### config.mk
export PLATFORM = sky130hd
export DESIGN_NAME = lru_cache_with_byte_budget
export DESIGN_NICKNAME = d
export VERILOG_FILES = /design/src/rtl/core/lrucb_pkg.sv /design/src/rtl/core/lrucb_ctrl.sv /design/src/rtl/core/lrucb_dp.sv /design/src/rtl/core/lru_cache_with_byte_budget.sv
export SDC_FILE = /design/constraint.sdc
export NUM_CORES = 2
export LEC_CHECK = 0
export BUFFER_PORTS_ARGS = -buffer_cell sky130_fd_sc_hd__buf_2
export CELL_PAD_IN_SITES_DETAIL_PLACEMENT = 1
export CELL_PAD_IN_SITES_GLOBAL_PLACEMENT = 1
export CORE_AREA = 2 2 699 701
export DETAILED_ROUTE_END_ITERATION = 16
export DIE_AREA = 0 0 701 703
export PLACE_DENSITY_LB_ADDON = 0.1
export SYNTH_ARGS = -nofsm -noshare
export SYNTH_HDL_FRONTEND = slang
export SYNTH_SLANG_ARGS = --single-unit
export TNS_END_PERCENT = 5
### constraint.sdc
create_clock -name clk -period 11.7 [get_ports clk]
set_input_delay 0.585 -clock clk [delete_from_list [all_inputs] [get_ports clk]]
set_output_delay 0.585 -clock clk [all_outputs]
set_load 0.03 [all_outputs]
### src/rtl/core/lrucb_pkg.sv
package lrucb_pkg;

  localparam int SLOTS = 16;
  localparam int SLOT_W = $clog2(SLOTS);
  localparam int CNT_W = $clog2(SLOTS + 1);
  localparam int MIB_UNIT = 1024;
  localparam int BYTES_W = 37;

  localparam logic [2:0] REQ_PUT = 3'd0;
  localparam logic [2:0] REQ_GET = 3'd1;
  localparam logic [2:0] REQ_CONTAINS = 3'd2;
  localparam logic [2:0] REQ_REMOVE = 3'd3;
  localparam logic [2:0] REQ_CLEAR = 3'd4;

  localparam logic CFG_BUDGET = 1'b0;
  localparam logic CFG_ENTRIES = 1'b1;

  typedef struct packed {
    logic [2:0] req_type;
    logic signed [63:0] img_key;
    logic [15:0] img_width;
    logic [15:0] img_height;
  } req_t;

  typedef struct packed {
    logic ok;
    logic [15:0] res_width;
    logic [15:0] res_height;
    logic [4:0] entry_count;
    logic [35:0] memory_bytes;
    logic [31:0] hit_count;
    logic [31:0] miss_count;
  } rsp_t;

  typedef enum logic [3:0] {
    ST_IDLE, ST_CHECK, ST_LOOK, ST_DISPATCH, ST_EVSCAN, ST_EVDROP,
    ST_FREESCAN, ST_INSERT, ST_DONE
  } state_t;

  // datapath commands
  typedef struct packed {
    logic load;        // latch request and its size
    logic scan_clr;    // reset scan pointer and the LRU-pick and free-slot flags
    logic scan_step;   // advance scan one slot
    logic hit_upd;     // act on lookup result (get/contains/remove/put hit)
    logic clear_all;
    logic drop_old;    // drop LRU pick
    logic insert;      // store into chosen slot
    logic respond;
  } cmd_t;

  typedef struct packed {
    logic scan_end;
    logic reject;      // put zero size or over limit
    logic found;
    logic pick_ok;     // LRU pick valid
    logic over;        // bytes_used + need > limit
    logic free_ok;     // free slot found
  } sts_t;

endpackage

### src/rtl/core/lrucb_ctrl.sv
module lrucb_ctrl
  import lrucb_pkg::*;
(
  input  logic       clk,
  input  logic       rst,
  input  logic       start,
  input  logic [2:0] req_type,
  output logic       busy,
  output cmd_t       cmd,
  input  sts_t       sts
);

  state_t state, state_next;
  logic [2:0] req;

  always_ff @(posedge clk) begin
    if (rst) begin
      state <= ST_IDLE;
      req <= REQ_PUT;
    end else begin
      state <= state_next;
      if (state == ST_IDLE && start) req <= req_type;
    end
  end

  always_comb begin
    state_next = state;
    unique case (state)
      ST_IDLE: if (start) state_next = ST_CHECK;
      ST_CHECK: begin
        if (req == REQ_CLEAR || req > REQ_CLEAR) state_next = ST_DISPATCH;
        else if (req == REQ_PUT && sts.reject) state_next = ST_DONE;
        else state_next = ST_LOOK;
      end
      ST_LOOK: if (sts.scan_end) state_next = ST_DISPATCH;
      ST_DISPATCH: begin
        if (req == REQ_PUT && !sts.found) state_next = ST_EVSCAN;
        else state_next = ST_DONE;
      end
      ST_EVSCAN: begin
        if (!sts.over) state_next = ST_FREESCAN;
        else if (sts.scan_end) state_next = ST_EVDROP;
      end
      ST_EVDROP: state_next = sts.pick_ok ? ST_EVSCAN : ST_FREESCAN;
      ST_FREESCAN: if (sts.scan_end) state_next = ST_INSERT;
      ST_INSERT: state_next = ST_DONE;
      ST_DONE: state_next = ST_IDLE;
      default: state_next = ST_IDLE;
    endcase
  end

  always_comb begin
    cmd = '0;
    busy = (state != ST_IDLE);
    unique case (state)
      ST_IDLE: begin
        cmd.load = start;
        cmd.scan_clr = start;
      end
      ST_CHECK: cmd.scan_clr = 1'b1;
      ST_LOOK: cmd.scan_step = 1'b1;
      ST_DISPATCH: begin
        cmd.scan_clr = 1'b1;
        if (req == REQ_CLEAR) cmd.clear_all = 1'b1;
        else if (req <= REQ_REMOVE) cmd.hit_upd = 1'b1;
      end
      ST_EVSCAN: cmd.scan_step = sts.over;
      ST_EVDROP: begin
        cmd.drop_old = 1'b1;
        cmd.scan_clr = 1'b1;
      end
      ST_FREESCAN: cmd.scan_step = 1'b1;
      ST_INSERT: cmd.insert = 1'b1;
      ST_DONE: cmd.respond = 1'b1;
      default: ;
    endcase
  end

`ifndef SYNTHESIS
  a_busy_idle: assert property (@(posedge clk) disable iff (rst)
    busy == (state != ST_IDLE)) else $error("busy mismatch");
  a_respond_done: assert property (@(posedge clk) disable iff (rst)
    cmd.respond |=> state == ST_IDLE) else $error("respond not last");
  a_start_ack: assert property (@(posedge clk) disable iff (rst)
    (start && !busy) |=> busy) else $error("start not taken");
`endif

endmodule

### src/rtl/core/lrucb_dp.sv
module lrucb_dp
  import lrucb_pkg::*;
(
  input  logic        clk,
  input  logic        rst,
  input  req_t        req,
  input  logic [11:0] budget_mb,
  input  logic [4:0]  entries_in_use,
  input  cmd_t        cmd,
  output sts_t        sts,
  output logic        result_valid,
  output rsp_t        result
);

  logic [SLOTS-1:0] vld;
  logic [63:0] key_m [SLOTS];
  logic [15:0] wid_m [SLOTS];
  logic [15:0] hgt_m [SLOTS];
  logic [63:0] stamp_m [SLOTS];
  logic [63:0] use_counter;
  logic [BYTES_W-1:0] bytes_used;
  logic [31:0] hits, misses;

  req_t r;
  logic [33:0] need;
  logic [31:0] prod;
  logic [BYTES_W-1:0] limit;
  logic [CNT_W-1:0] ptr;
  logic [CNT_W-1:0] n;
  logic found;
  logic [SLOT_W-1:0] fslot;
  logic pick_ok;
  logic [SLOT_W-1:0] pick;
  logic [63:0] pick_stamp;
  logic free_ok;
  logic [SLOT_W-1:0] free_slot;
  logic ok;
  logic [15:0] ow, oh;

  logic [SLOT_W-1:0] cur;
  logic [SLOT_W-1:0] ins;
  logic [CNT_W-1:0] cnt;
  logic [SLOT_W-1:0] osel;
  logic [31:0] oprod;
  logic [33:0] old_bytes;

  assign n = (entries_in_use > 5'(SLOTS)) ? CNT_W'(SLOTS) : CNT_W'(entries_in_use);
  assign cur = ptr[SLOT_W-1:0];
  assign limit = BYTES_W'(budget_mb) << 20;
  assign prod = r.img_width * r.img_height;
  assign need = {prod, 2'b00};
  assign ins = free_ok ? free_slot : pick;

  // size of the slot being dropped or resized
  assign osel = (cmd.drop_old || cmd.insert) ? pick : fslot;
  assign oprod = wid_m[osel] * hgt_m[osel];
  assign old_bytes = {oprod, 2'b00};

  assign sts.scan_end = (ptr + 1'b1 >= n) || (n == '0);
  assign sts.reject = (r.img_width == '0) || (r.img_height == '0) ||
                      (BYTES_W'(need) > limit);
  assign sts.found = found;
  assign sts.pick_ok = pick_ok;
  assign sts.over = (bytes_used + BYTES_W'(need)) > limit;
  assign sts.free_ok = free_ok;

  always_comb begin
    cnt = '0;
    for (int i = 0; i < SLOTS; i++)
      if (vld[i] && CNT_W'(i) < n) cnt = cnt + 1'b1;
  end

  always_ff @(posedge clk) begin
    if (rst) begin
      vld <= '0;
      use_counter <= '0;
      bytes_used <= '0;
      hits <= '0;
      misses <= '0;
      result_valid <= 1'b0;
      ptr <= '0;
      found <= 1'b0;
      pick_ok <= 1'b0;
      free_ok <= 1'b0;
    end else begin
      result_valid <= cmd.respond;
      if (cmd.load) begin
        r <= req;
        ok <= 1'b0;
        ow <= '0;
        oh <= '0;
      end
      if (cmd.scan_clr) begin
        ptr <= '0;
        pick_ok <= 1'b0;
        free_ok <= 1'b0;
      end
      if (cmd.load) begin
        found <= 1'b0;
        fslot <= '0;
      end
      if (cmd.scan_step && n != '0) begin
        ptr <= ptr + 1'b1;
        if (vld[cur] && key_m[cur] == r.img_key && !found) begin
          found <= 1'b1;
          fslot <= cur;
        end
        if (vld[cur] && (!pick_ok || stamp_m[cur] < pick_stamp)) begin
          pick_ok <= 1'b1;
          pick <= cur;
          pick_stamp <= stamp_m[cur];
        end
        if (!vld[cur] && !free_ok) begin
          free_ok <= 1'b1;
          free_slot <= cur;
        end
      end
      if (cmd.hit_upd && found) begin
        ok <= 1'b1;
        unique case (r.req_type)
          REQ_PUT: begin
            stamp_m[fslot] <= use_counter + 64'd2;
            use_counter <= use_counter + 64'd2;
            bytes_used <= bytes_used - BYTES_W'(old_bytes) + BYTES_W'(need);
            wid_m[fslot] <= r.img_width;
            hgt_m[fslot] <= r.img_height;
          end
          REQ_GET: begin
            stamp_m[fslot] <= use_counter + 64'd1;
            use_counter <= use_counter + 64'd1;
            if (hits != '1) hits <= hits + 1'b1;
            ow <= wid_m[fslot];
            oh <= hgt_m[fslot];
          end
          REQ_REMOVE: begin
            vld[fslot] <= 1'b0;
            bytes_used <= bytes_used - BYTES_W'(old_bytes);
          end
          default: ;
        endcase
      end
      if (cmd.hit_upd && !found && r.req_type == REQ_GET && misses != '1)
        misses <= misses + 1'b1;
      if (cmd.clear_all) begin
        vld <= '0;
        bytes_used <= '0;
        ok <= 1'b1;
      end
      if (cmd.drop_old && pick_ok) begin
        vld[pick] <= 1'b0;
        bytes_used <= bytes_used - BYTES_W'(old_bytes);
      end
      if (cmd.insert && (free_ok || pick_ok)) begin
        key_m[ins] <= r.img_key;
        wid_m[ins] <= r.img_width;
        hgt_m[ins] <= r.img_height;
        stamp_m[ins] <= use_counter + 64'd1;
        use_counter <= use_counter + 64'd1;
        vld[ins] <= 1'b1;
        ok <= 1'b1;
        if (free_ok) bytes_used <= bytes_used + BYTES_W'(need);
        else bytes_used <= bytes_used - BYTES_W'(old_bytes) + BYTES_W'(need);
      end
    end
  end

  always_comb begin
    result.ok = ok;
    result.res_width = ow;
    result.res_height = oh;
    result.entry_count = 5'(cnt);
    result.memory_bytes = bytes_used[35:0];
    result.hit_count = hits;
    result.miss_count = misses;
  end

`ifndef SYNTHESIS
  a_ins_target: assert property (@(posedge clk) disable iff (rst)
    (cmd.insert && (free_ok || pick_ok)) |=> vld[$past(ins)])
    else $error("insert lost");
  a_clear: assert property (@(posedge clk) disable iff (rst)
    cmd.clear_all |=> (vld == '0 && bytes_used == '0)) else $error("clear");
  a_hits_mono: assert property (@(posedge clk) disable iff (rst)
    hits >= $past(hits) || $past(rst)) else $error("hits went down");
`endif

endmodule

### src/rtl/core/lru_cache_with_byte_budget.sv
// Image metadata cache, LRU replacement under a byte budget.
// Request channel: present req (a req_t word) with start; it is taken on a
// clock edge where start is high and busy is low. busy stays high from the
// cycle after that edge and is low again in the cycle in which the result is shown.
// Result: result is valid for exactly one cycle with result_valid high.
// The receiver cannot stall; it must take the word in that cycle.
// Config: cfg_valid/cfg_ready write channel, cfg_index 0 = budget_mb,
// 1 = entries_in_use. cfg_ready is high while the block is idle.
// Passes: n = entries_in_use, saturated at SLOTS. A get/contains/remove
// runs a lookup pass; clear and unknown codes run no pass, and a put with
// a zero dimension or a size over the budget is rejected without one. A
// put runs a lookup pass and, on a miss, one more full LRU pass for every
// budget eviction, then a free-slot pass. A new word is taken only once
// the result is shown. All passes walk the slot table one slot per cycle
// in the datapath.
// Reset: all slots invalid, counters and byte total zero, budget 64 MiB,
// 16 slots in use. Slot contents are not cleared.
module lru_cache_with_byte_budget
  import lrucb_pkg::*;
(
  input  logic        clk,
  input  logic        rst,
  input  logic        start,
  output logic        busy,
  input  req_t        req,
  output logic        result_valid,
  output rsp_t        result,
  input  logic        cfg_valid,
  output logic        cfg_ready,
  input  logic        cfg_index,
  input  logic [11:0] cfg_data
);

  cmd_t cmd;
  sts_t sts;
  logic [11:0] budget_mb;
  logic [4:0] entries_in_use;

  // config is only written while idle
  assign cfg_ready = !busy;

  always_ff @(posedge clk) begin
    if (rst) begin
      budget_mb <= 12'd64;
      entries_in_use <= 5'(SLOTS);
    end else if (cfg_valid && cfg_ready) begin
      unique case (cfg_index)
        CFG_BUDGET: budget_mb <= cfg_data;
        CFG_ENTRIES: entries_in_use <= cfg_data[4:0];
        default: ;
      endcase
    end
  end

  lrucb_ctrl u_ctrl (
    .clk(clk), .rst(rst), .start(start), .req_type(req.req_type),
    .busy(busy), .cmd(cmd), .sts(sts)
  );

  lrucb_dp u_dp (
    .clk(clk), .rst(rst), .req(req), .budget_mb(budget_mb),
    .entries_in_use(entries_in_use), .cmd(cmd), .sts(sts),
    .result_valid(result_valid), .result(result)
  );

`ifndef SYNTHESIS
  a_one_result: assert property (@(posedge clk) disable iff (rst)
    result_valid |=> !result_valid) else $error("double result");
  a_busy_res: assert property (@(posedge clk) disable iff (rst)
    result_valid |-> !busy) else $error("result while busy");
  a_start_busy: assert property (@(posedge clk) disable iff (rst)
    (start && !busy) |=> !result_valid) else $error("early result");
`endif

endmodule

==> Yosys cells after proc, flatten, opt, wreduce, memory -nomap -nowiden <==
Memory sizes are Yosys's and may differ from the RTL's. A register that Yosys moved wholly into a read port is not among the register bits.
Cells that the tools add are included.
{ "totals": {"mem_bits_rw": 2560, "out_inout_bits": 141, "word_cells": 297, "input_bits": 116, "ff_bits": 422, "memories": 4} }
{ "classes": {"order_cmp": 30, "addsub": 23, "muxes": 111, "reduce_logical": 76, "multipliers": 2, "bitwise_logic": 8, "eq_ne": 18} }
{ "memory_table": {"columns": ["memory", "words", "width", "rd", "rd_ports_with_merged_regs", "wr", "line", "rtl"], "rows": [
  ["u_dp.key_m", 16, 64, 1, 1, 1, "lrucb_dp.sv:16", "logic [63:0] key_m [SLOTS];"],
  ["u_dp.stamp_m", 16, 64, 1, 1, 1, "lrucb_dp.sv:19", "logic [63:0] stamp_m [SLOTS];"],
  ["u_dp.hgt_m", 16, 16, 2, 1, 1, "lrucb_dp.sv:18", "logic [15:0] hgt_m [SLOTS];"],
  ["u_dp.wid_m", 16, 16, 2, 1, 1, "lrucb_dp.sv:17", "logic [15:0] wid_m [SLOTS];"]
]} }
{ "op_table": {"columns": ["operator", "n"], "rows": [
  ["64-bit 2-to-1 mux", 4],
  ["16-bit 2-to-1 mux", 15],
  ["37-bit 2-to-1 mux", 5],
  ["64-bit case mux with 2 select lines", 1],
  ["5-bit 2-to-1 mux", 18],
  ["4-bit 2-to-1 mux", 22],
  ["5-bit by 1-bit adder with 5-bit output (second input constant)", 16],
  ["37-bit by 34-bit adder with 37-bit output", 2],
  ["37-bit case mux with 2 select lines", 1],
  ["32-bit by 1-bit adder with 32-bit output (second input constant)", 2],
  ["64-bit by 1-bit adder with 64-bit output (second input constant)", 1],
  ["64-bit by 2-bit adder with 64-bit output (second input constant)", 1],
  ["64-bit == test", 1],
  ["64-bit less-than comparator", 1],
  ["16-bit by 16-bit multiplier with 32-bit output", 2],
  ["32-bit != test (second input constant)", 2],
  ["64-bit OR reduction", 1],
  ["4-bit by 5-bit less-than comparator with 1-bit output (first input constant)", 8],
  ["37-bit by 32-bit greater-than comparator with 1-bit output", 1],
  ["37-bit by 34-bit subtractor with 37-bit output", 1],
  ["1-bit 2-to-1 mux", 36],
  ["34-bit by 32-bit greater-than comparator with 1-bit output", 1],
  ["1-bit logical AND", 34],
  ["16-bit bitwise AND", 2],
  ["43 further kinds", 90]
]} }

==> Depth between registers and ports, before layout <==
{ "depth": {"ltp_word": 35, "depth_mapped": 56, "ltp_nobuf": 53} }

==> Hierarchy <==
A second synthesis with hierarchy kept.
{ "unflattened": {"cells_unflattened": 11613, "area_unflattened_um2": 156193.6} }
{ "by_module_without_submodules": {"columns": ["module", "cells_per_inst", "area_per_inst_um2", "seq_area_each_um2", "n_inst"], "rows": [
  ["lrucb_dp", 11486, 154987.4, 87043.5, 1],
  ["lru_cache_with_byte_budget", 71, 748.2, 340.3, 1],
  ["lrucb_ctrl", 56, 457.9, 140.1, 1]
]} }

==> Worst setup path after synthesis <==
No wires, ideal clock.
{ "synth_timing": {"path_type": "register to register", "start": "reg u_dp.r[28] (netlist bit)", "end": "reg u_dp.pick[0], enable pin", "setup_ps": 494, "arrival_time_ps": 12142, "stages_incl_launch_ff": 48, "required_ps": 11206, "path_slack_ps": -937, "n_path_buf": 3, "period_less_slack_ps": 12637, "path_cell_list": "edfxtp_1 clkbuf_1 clkbuf_1 nand2_1 fa_1 inv_1 fa_1 inv_1 fa_1 inv_1 fa_1 inv_1 fa_1 inv_1 fa_1 ha_1 clkbuf_1 a21o_1 [12 not listed] a21oi_1 nand2_1 a21o_1 a21oi_1 xnor2_1 ha_1 nand2_1 nor4_1 nand3_1 or4_1 or4_1 or4_1 nor3_2 nand4_1 a211o_1 o21a_1 nand3_1 nor2_1"} }
{ "synth_via": {"elab_chain_cells": 6} }
{ "synth_lines": {"columns": ["element", "line", "rtl"], "rows": [
  ["start: declaration", "lrucb_dp.sv:24", "req_t r;"],
  ["start signal: assignment", "lrucb_dp.sv:88", "r <= req;"],
  ["16-bit by 16-bit multiplier with 32-bit output", "lrucb_dp.sv:50", "assign prod = r.img_width * r.img_height;"],
  ["37-bit by 34-bit adder with 37-bit output", "lrucb_dp.sv:64", "assign sts.over = (bytes_used + BYTES_W'(need)) > limit;"],
  ["37-bit by 32-bit greater-than comparator with 1-bit output", "lrucb_dp.sv:64", null],
  ["1-bit case mux with 2 select lines", "lrucb_ctrl.sv:55", "unique case (state)"],
  ["1-bit logical AND", "lrucb_dp.sv:102", "if (cmd.scan_step && n != '0) begin"],
  ["3-bit AND reduction (no line)", null, null],
  ["end signal: assignment", "lrucb_dp.sv:110", "pick <= cur;"],
  ["end: declaration", "lrucb_dp.sv:33", "logic [SLOT_W-1:0] pick;"]
]} }
No other way between the ends.
A chain may end at the register's enable or synchronous reset.

==> Final worst setup path <==
{ "layout_timing": {"start": "reg u_ctrl.state[3]", "end": "reg u_dp.bytes_used[35]"} }
{ "layout_via": {"elab_chain_cells": 13, "elab_cells_between_ends": 25, "classes_between": "add/sub: 2; mul: 1; eq/ne: 3; mux: 10; reduce/logical: 7; memory: 2"} }
{ "layout_lines": {"columns": ["element", "line", "rtl"], "rows": [
  ["start: declaration", "lrucb_ctrl.sv:13", "state_t state, state_next;"],
  ["start signal: assignment", "lrucb_ctrl.sv:21", "state <= state_next;"],
  ["4-bit by 3-bit == test with 1-bit output", "lrucb_ctrl.sv:55", null],
  ["1-bit 2-to-1 mux", "lrucb_ctrl.sv:55", null],
  ["1-bit logical OR", "lrucb_dp.sv:55", "assign osel = (cmd.drop_old || cmd.insert) ? pick : fslot;"],
  ["4-bit 2-to-1 mux", "lrucb_dp.sv:55", null],
  ["memory 16 x 16 bit, on equally long branches", null, null],
  ["16-bit by 16-bit multiplier with 32-bit output", "lrucb_dp.sv:56", "assign oprod = wid_m[osel] * hgt_m[osel];"],
  ["37-bit by 34-bit subtractor with 37-bit output", null, null],
  ["37-bit by 34-bit adder with 37-bit output", "lrucb_dp.sv:124, lrucb_dp.sv:162", null],
  ["37-bit case mux with 2 select lines", "lrucb_dp.sv:120", "unique case (r.req_type)"],
  ["37-bit 2-to-1 mux", "lrucb_dp.sv:118", "if (cmd.hit_upd && found) begin"],
  ["37-bit 2-to-1 mux", "lrucb_dp.sv:144", "if (cmd.clear_all) begin"],
  ["37-bit 2-to-1 mux", "lrucb_dp.sv:149", "if (cmd.drop_old && pick_ok) begin"],
  ["37-bit 2-to-1 mux", "lrucb_dp.sv:153", "if (cmd.insert && (free_ok || pick_ok)) begin"],
  ["end signal: assignment", "lrucb_dp.sv:124", "bytes_used <= bytes_used - BYTES_W'(old_bytes) + BYTES_W'(need);"],
  ["end signal: assignment", "lrucb_dp.sv:151", "bytes_used <= bytes_used - BYTES_W'(old_bytes);"],
  ["end signal: assignment", "lrucb_dp.sv:161", "if (free_ok) bytes_used <= bytes_used + BYTES_W'(need);"],
  ["end: declaration", "lrucb_dp.sv:21", "logic [BYTES_W-1:0] bytes_used;"]
]} }
Several ways; a longest one is shown, not always the timed one. The select of a mux whose other input is x is not followed.

==> impl_results.md <==
- Worst setup SP type: flip-flop
- Number of flops mapped to enable cells by yosys: approximately 2800
- CP endpoint kind: flip-flop
- Worst slew pin tran: between 1 and 1.5 ns
- First-pass GRT wire length: between 600000 and 700000 um
- Die Span Y: about 700 um
- Final core occ: 0.359
- Hold_sp: cfg_index
- Initial cell density of the core: 0.299
- Library cells used by synthesis: 94
- Gr usage total: 0.195
- WL met1: about 220000 um
- Gr ovfl total: 0
- Post-Syn Area: between 0.1 and 0.15 mm2
- CP delay by family, top: adder cells
- Vias in the first global route: roughly 94000
- Dpl hpwl: between 300000 and 400000 um
- Status: completed
- Async set or reset register ratio after synthesis: 0
- CTS clk-pin slew, worst paths: 0.06 ns
- Most used cell, CP: buf_4
- Reg2reg start: u_ctrl.state[3]
- Layout cells sized above 1: 0.268
- WL met3: between 15000 and 20000 um
- Placed inst area: between 0.15 and 0.2 mm2
- Hold Path Stages: 4
- WP depth: 52
- Antenna violations before repair: 23
- Reg2Reg Setup Slack: roughly 0.29 ns
- Yosys warns: 0
- WS Path Type: flip-flop to flip-flop
- Final worst path period need: between 10 and 15 ns
- Area grow syn2layout: 20.1%
- Unrepaired setup endpoints after global routing: true
- H-tree depth: 5
- Final hold vios: 0
- Final Cycle Share: 0.975
- Final Max Slew Viols: 0
- Cell depth of the worst flop-to-flop path: 52
- Crit-path slowest cell: fa_1
- Cell Rows: approximately 260
- Uppermost layer routed: met5
- R2R Path End: u_dp.bytes_used[35]
- Post-layout instance area: between 0.15 and 0.2 mm2
- Synth Flop Type: edfxtp_1
- Yosys reg bits: between 2000 and 3000
- Worst-Skew Late Latency: 1.00 ns
- GPL Wtd Cong: slightly above 0.8
- Nets: ~11000
- Max Root-Sink Buffers: 4
- CP max stage delay: roughly 0.52 ns
- Initial DRC count: 5969
- Worst Skew: between 0.1 and 0.15 ns
- Post-DR wirelength/cell: ~29 um
- Arrival time at the worst endpoint: approximately 12 ns
- Largest net degree at the start of global routing: 118
- Total of max-cap violations: 0
- TritonCTS clock tree: yes
- Die width: around 700 um
- Max Fanout on Critical Path: 5
- Synthesized instance count: 9184
- Clock sink total: 2988
- Final setup viols: 0
- Antenna-violating nets left: 0
- Syn_area_per_cell: approximately 16 um2
- Input/output buffers: between 200 and 300
- Core area: between 0.4 and 0.5 mm2
- First-pass DRT Iterations: 5
- HP Class: input port to flip-flop
- Via Count: between 80000 and 90000
- Max-slew headroom: 0.0771
- Fmax: between 0.08 and 0.09 GHz
- Hold Path Sink: budget_mb[1]
- Final hold slack: ~0.14 ns
- Met2 WL: between 200000 and 250000 um
- Vias per cell: slightly above 5
- CTS Buf Count: 349
- DIE AREA: approximately 0.49 mm2
- Setup WS post-layout: between 0.2 and 0.3 ns
- DRC: 0
- Dpl ws: -0.762 ns
- Sequential cell area fraction in the yosys report: 0.603
- IO Pins: roughly 260
- Root Buffer: clkbuf_16
- Total Wirelength: roughly 490000 um
- Worst path buffer plus inverter count: 15
- Worst EP required: about 13 ns
==> flip-flops by register name, indices dropped and copies added, names as in the netlist, 12 cells and up, named ones only <==
name,flops
u_dp.r,99
u_dp.use_counter,64
u_dp.bytes_used,35
u_dp.oh,16
u_dp.ow,16
u_dp.stamp_m,1024
u_dp.pick_stamp,64
u_dp.key_m,1024
u_dp.misses,32
u_dp.hgt_m,256
u_dp.hits,32
u_dp.vld,16
u_dp.wid_m,256
budget_mb,12
==> per-stage QoR <==
step | instances | TNS (ns)
floorplan | 9185 | -0.365
global placement | 16100 | -36.41
CTS | 16900 | 0
detailed placement | 16100 | -45.38
finish | 17000 | 0
global route | 17000 | -3.46
==> what timing repair did <==
item,CTS,global route
cloned,4,5
setup buffers,57,55
pin swaps,57,139
hold buffers,112,0
resized for setup,143,220
endpoints found under the setup margin,110,112
hold endpoints to repair,155,0
==> worst min-delay path, stage by stage <==
cell,delay [ns]
buf_2,0.09
nor2_1,0.21
nand2_1,0.14
a21oi_1,0.05
==> layer usage <==
metal | up-vias | GRT usage
met5 | - | 0
li1 | 37100 | -
met1 | 46800 | 0.275
met4 | 2 | 0.0364
met2 | 1695 | 0.326
met3 | 487 | 0.0245
==> layout by cell type (no fill, tap or decap), drive strengths merged, types with 17 or more instances in the layout <==
cell | Yosys | routed
nor2 | 398 | 398
dlygate4sd3 | 0 | 112
inv | 613 | 625
edfxtp | 2768 | 2768
a211oi | 75 | 75
clkinv | 0 | 122
bufinv | 0 | 23
mux2i | 73 | 73
nand3 | 112 | 112
mux4 | 910 | 910
dfxtp | 220 | 220
nor2b | 68 | 68
ha | 416 | 416
nand2 | 772 | 772
nand4 | 93 | 93
nor3 | 68 | 68
clkbuf | 293 | 466
nor4 | 35 | 35
fa | 391 | 391
nand2b | 49 | 49
o21ai | 227 | 227
buf | 150 | 1057
xnor2 | 228 | 228
a21oi | 257 | 257
xor2 | 176 | 176
a41o | 18 | 18
and2 | 262 | 262
a21boi | 19 | 19
a21o | 93 | 93
o21a | 32 | 32
and3 | 50 | 50
o21bai | 17 | 17
a31oi | 53 | 53
or3 | 46 | 46
o211ai | 20 | 20
==> kinds of logic (layout without fill, tap and decap cells) <==
group / Yosys count / after routing / synth area share
AOI/OAI and AO/OA: 918 / 918 / 0.0400
xor gates and xnor gates: 406 / 406 / 0.0256
adders and majority gates: 807 / 807 / 0.0898
buffers and inverters: 1056 / 2420 / 0.0285
DFF: 2988 / 2988 / 0.603
muxes: 992 / 992 / 0.147
other: 1 / 13 / 0.0000258
and+or+nand+nor: 2016 / 2016 / 0.0661
==> synth_stat cells (17+ instances only) <==
| cell | number | area [um2] |
|---|---|---|
| buf_4 | 37 | 278 |
| inv_1 | 612 | 2300 |
| fa_1 | 391 | 7830 |
| a21oi_1 | 254 | 1270 |
| o21ai_0 | 224 | 1120 |
| clkbuf_1 | 293 | 1100 |
| a21o_1 | 93 | 698 |
| dfxtp_1 | 220 | 4400 |
| and3_1 | 50 | 313 |
| nand2_1 | 772 | 2900 |
| a211oi_1 | 75 | 563 |
| mux2i_1 | 73 | 731 |
| buf_2 | 26 | 130 |
| and2_1 | 262 | 1640 |
| buf_1 | 87 | 327 |
| nor2_1 | 398 | 1490 |
| nand4_1 | 93 | 582 |
| nand3_1 | 111 | 556 |
| nor3_1 | 67 | 335 |
| xnor2_1 | 217 | 1900 |
| or3_1 | 45 | 282 |
| o21bai_1 | 17 | 128 |
| edfxtp_1 | 2768 | 83100 |
| a31oi_1 | 53 | 332 |
| a41o_1 | 18 | 180 |
| mux4_2 | 910 | 20500 |
| xor2_1 | 172 | 1510 |
| o211ai_1 | 20 | 150 |
| nand2b_1 | 49 | 307 |
| nor2b_1 | 68 | 425 |
| ha_1 | 416 | 5200 |
| o21a_1 | 32 | 240 |
| nor4_1 | 35 | 219 |
==> how the worst max path moves through the flow <==
stage | endpoint | slack (ns) | startpoint
4_1_cts | u_dp.bytes_used[34] | 0.006 | u_ctrl.state[0]
3_3_place_gp | u_dp.bytes_used[34] | -0.64 | u_ctrl.state[0]
3_5_place_dp | u_dp.bytes_used[31] | -0.76 | u_ctrl.state[0]
6_report | u_dp.bytes_used[35] | 0.29 | u_ctrl.state[3]
5_1_grt | u_dp.bytes_used[31] | -0.17 | u_ctrl.state[3]
2_1_floorplan | u_dp.bytes_used[34] | -0.14 | u_ctrl.state[0]
==> area by class of cell <==
cell class	count	area, um2
antenna	11	27.5
multi-input combinational	5141	55600
inverter	613	2300
clock buffer	462	9410
fill	49300	311000
clock inverter	171	1780
tap	6450	8070
sequential	2988	87600
timing repair buffer	1174	9590
Power is not shown: default switching activity piles up to over one toggle a cycle in this logic, so the estimate is an artifact.
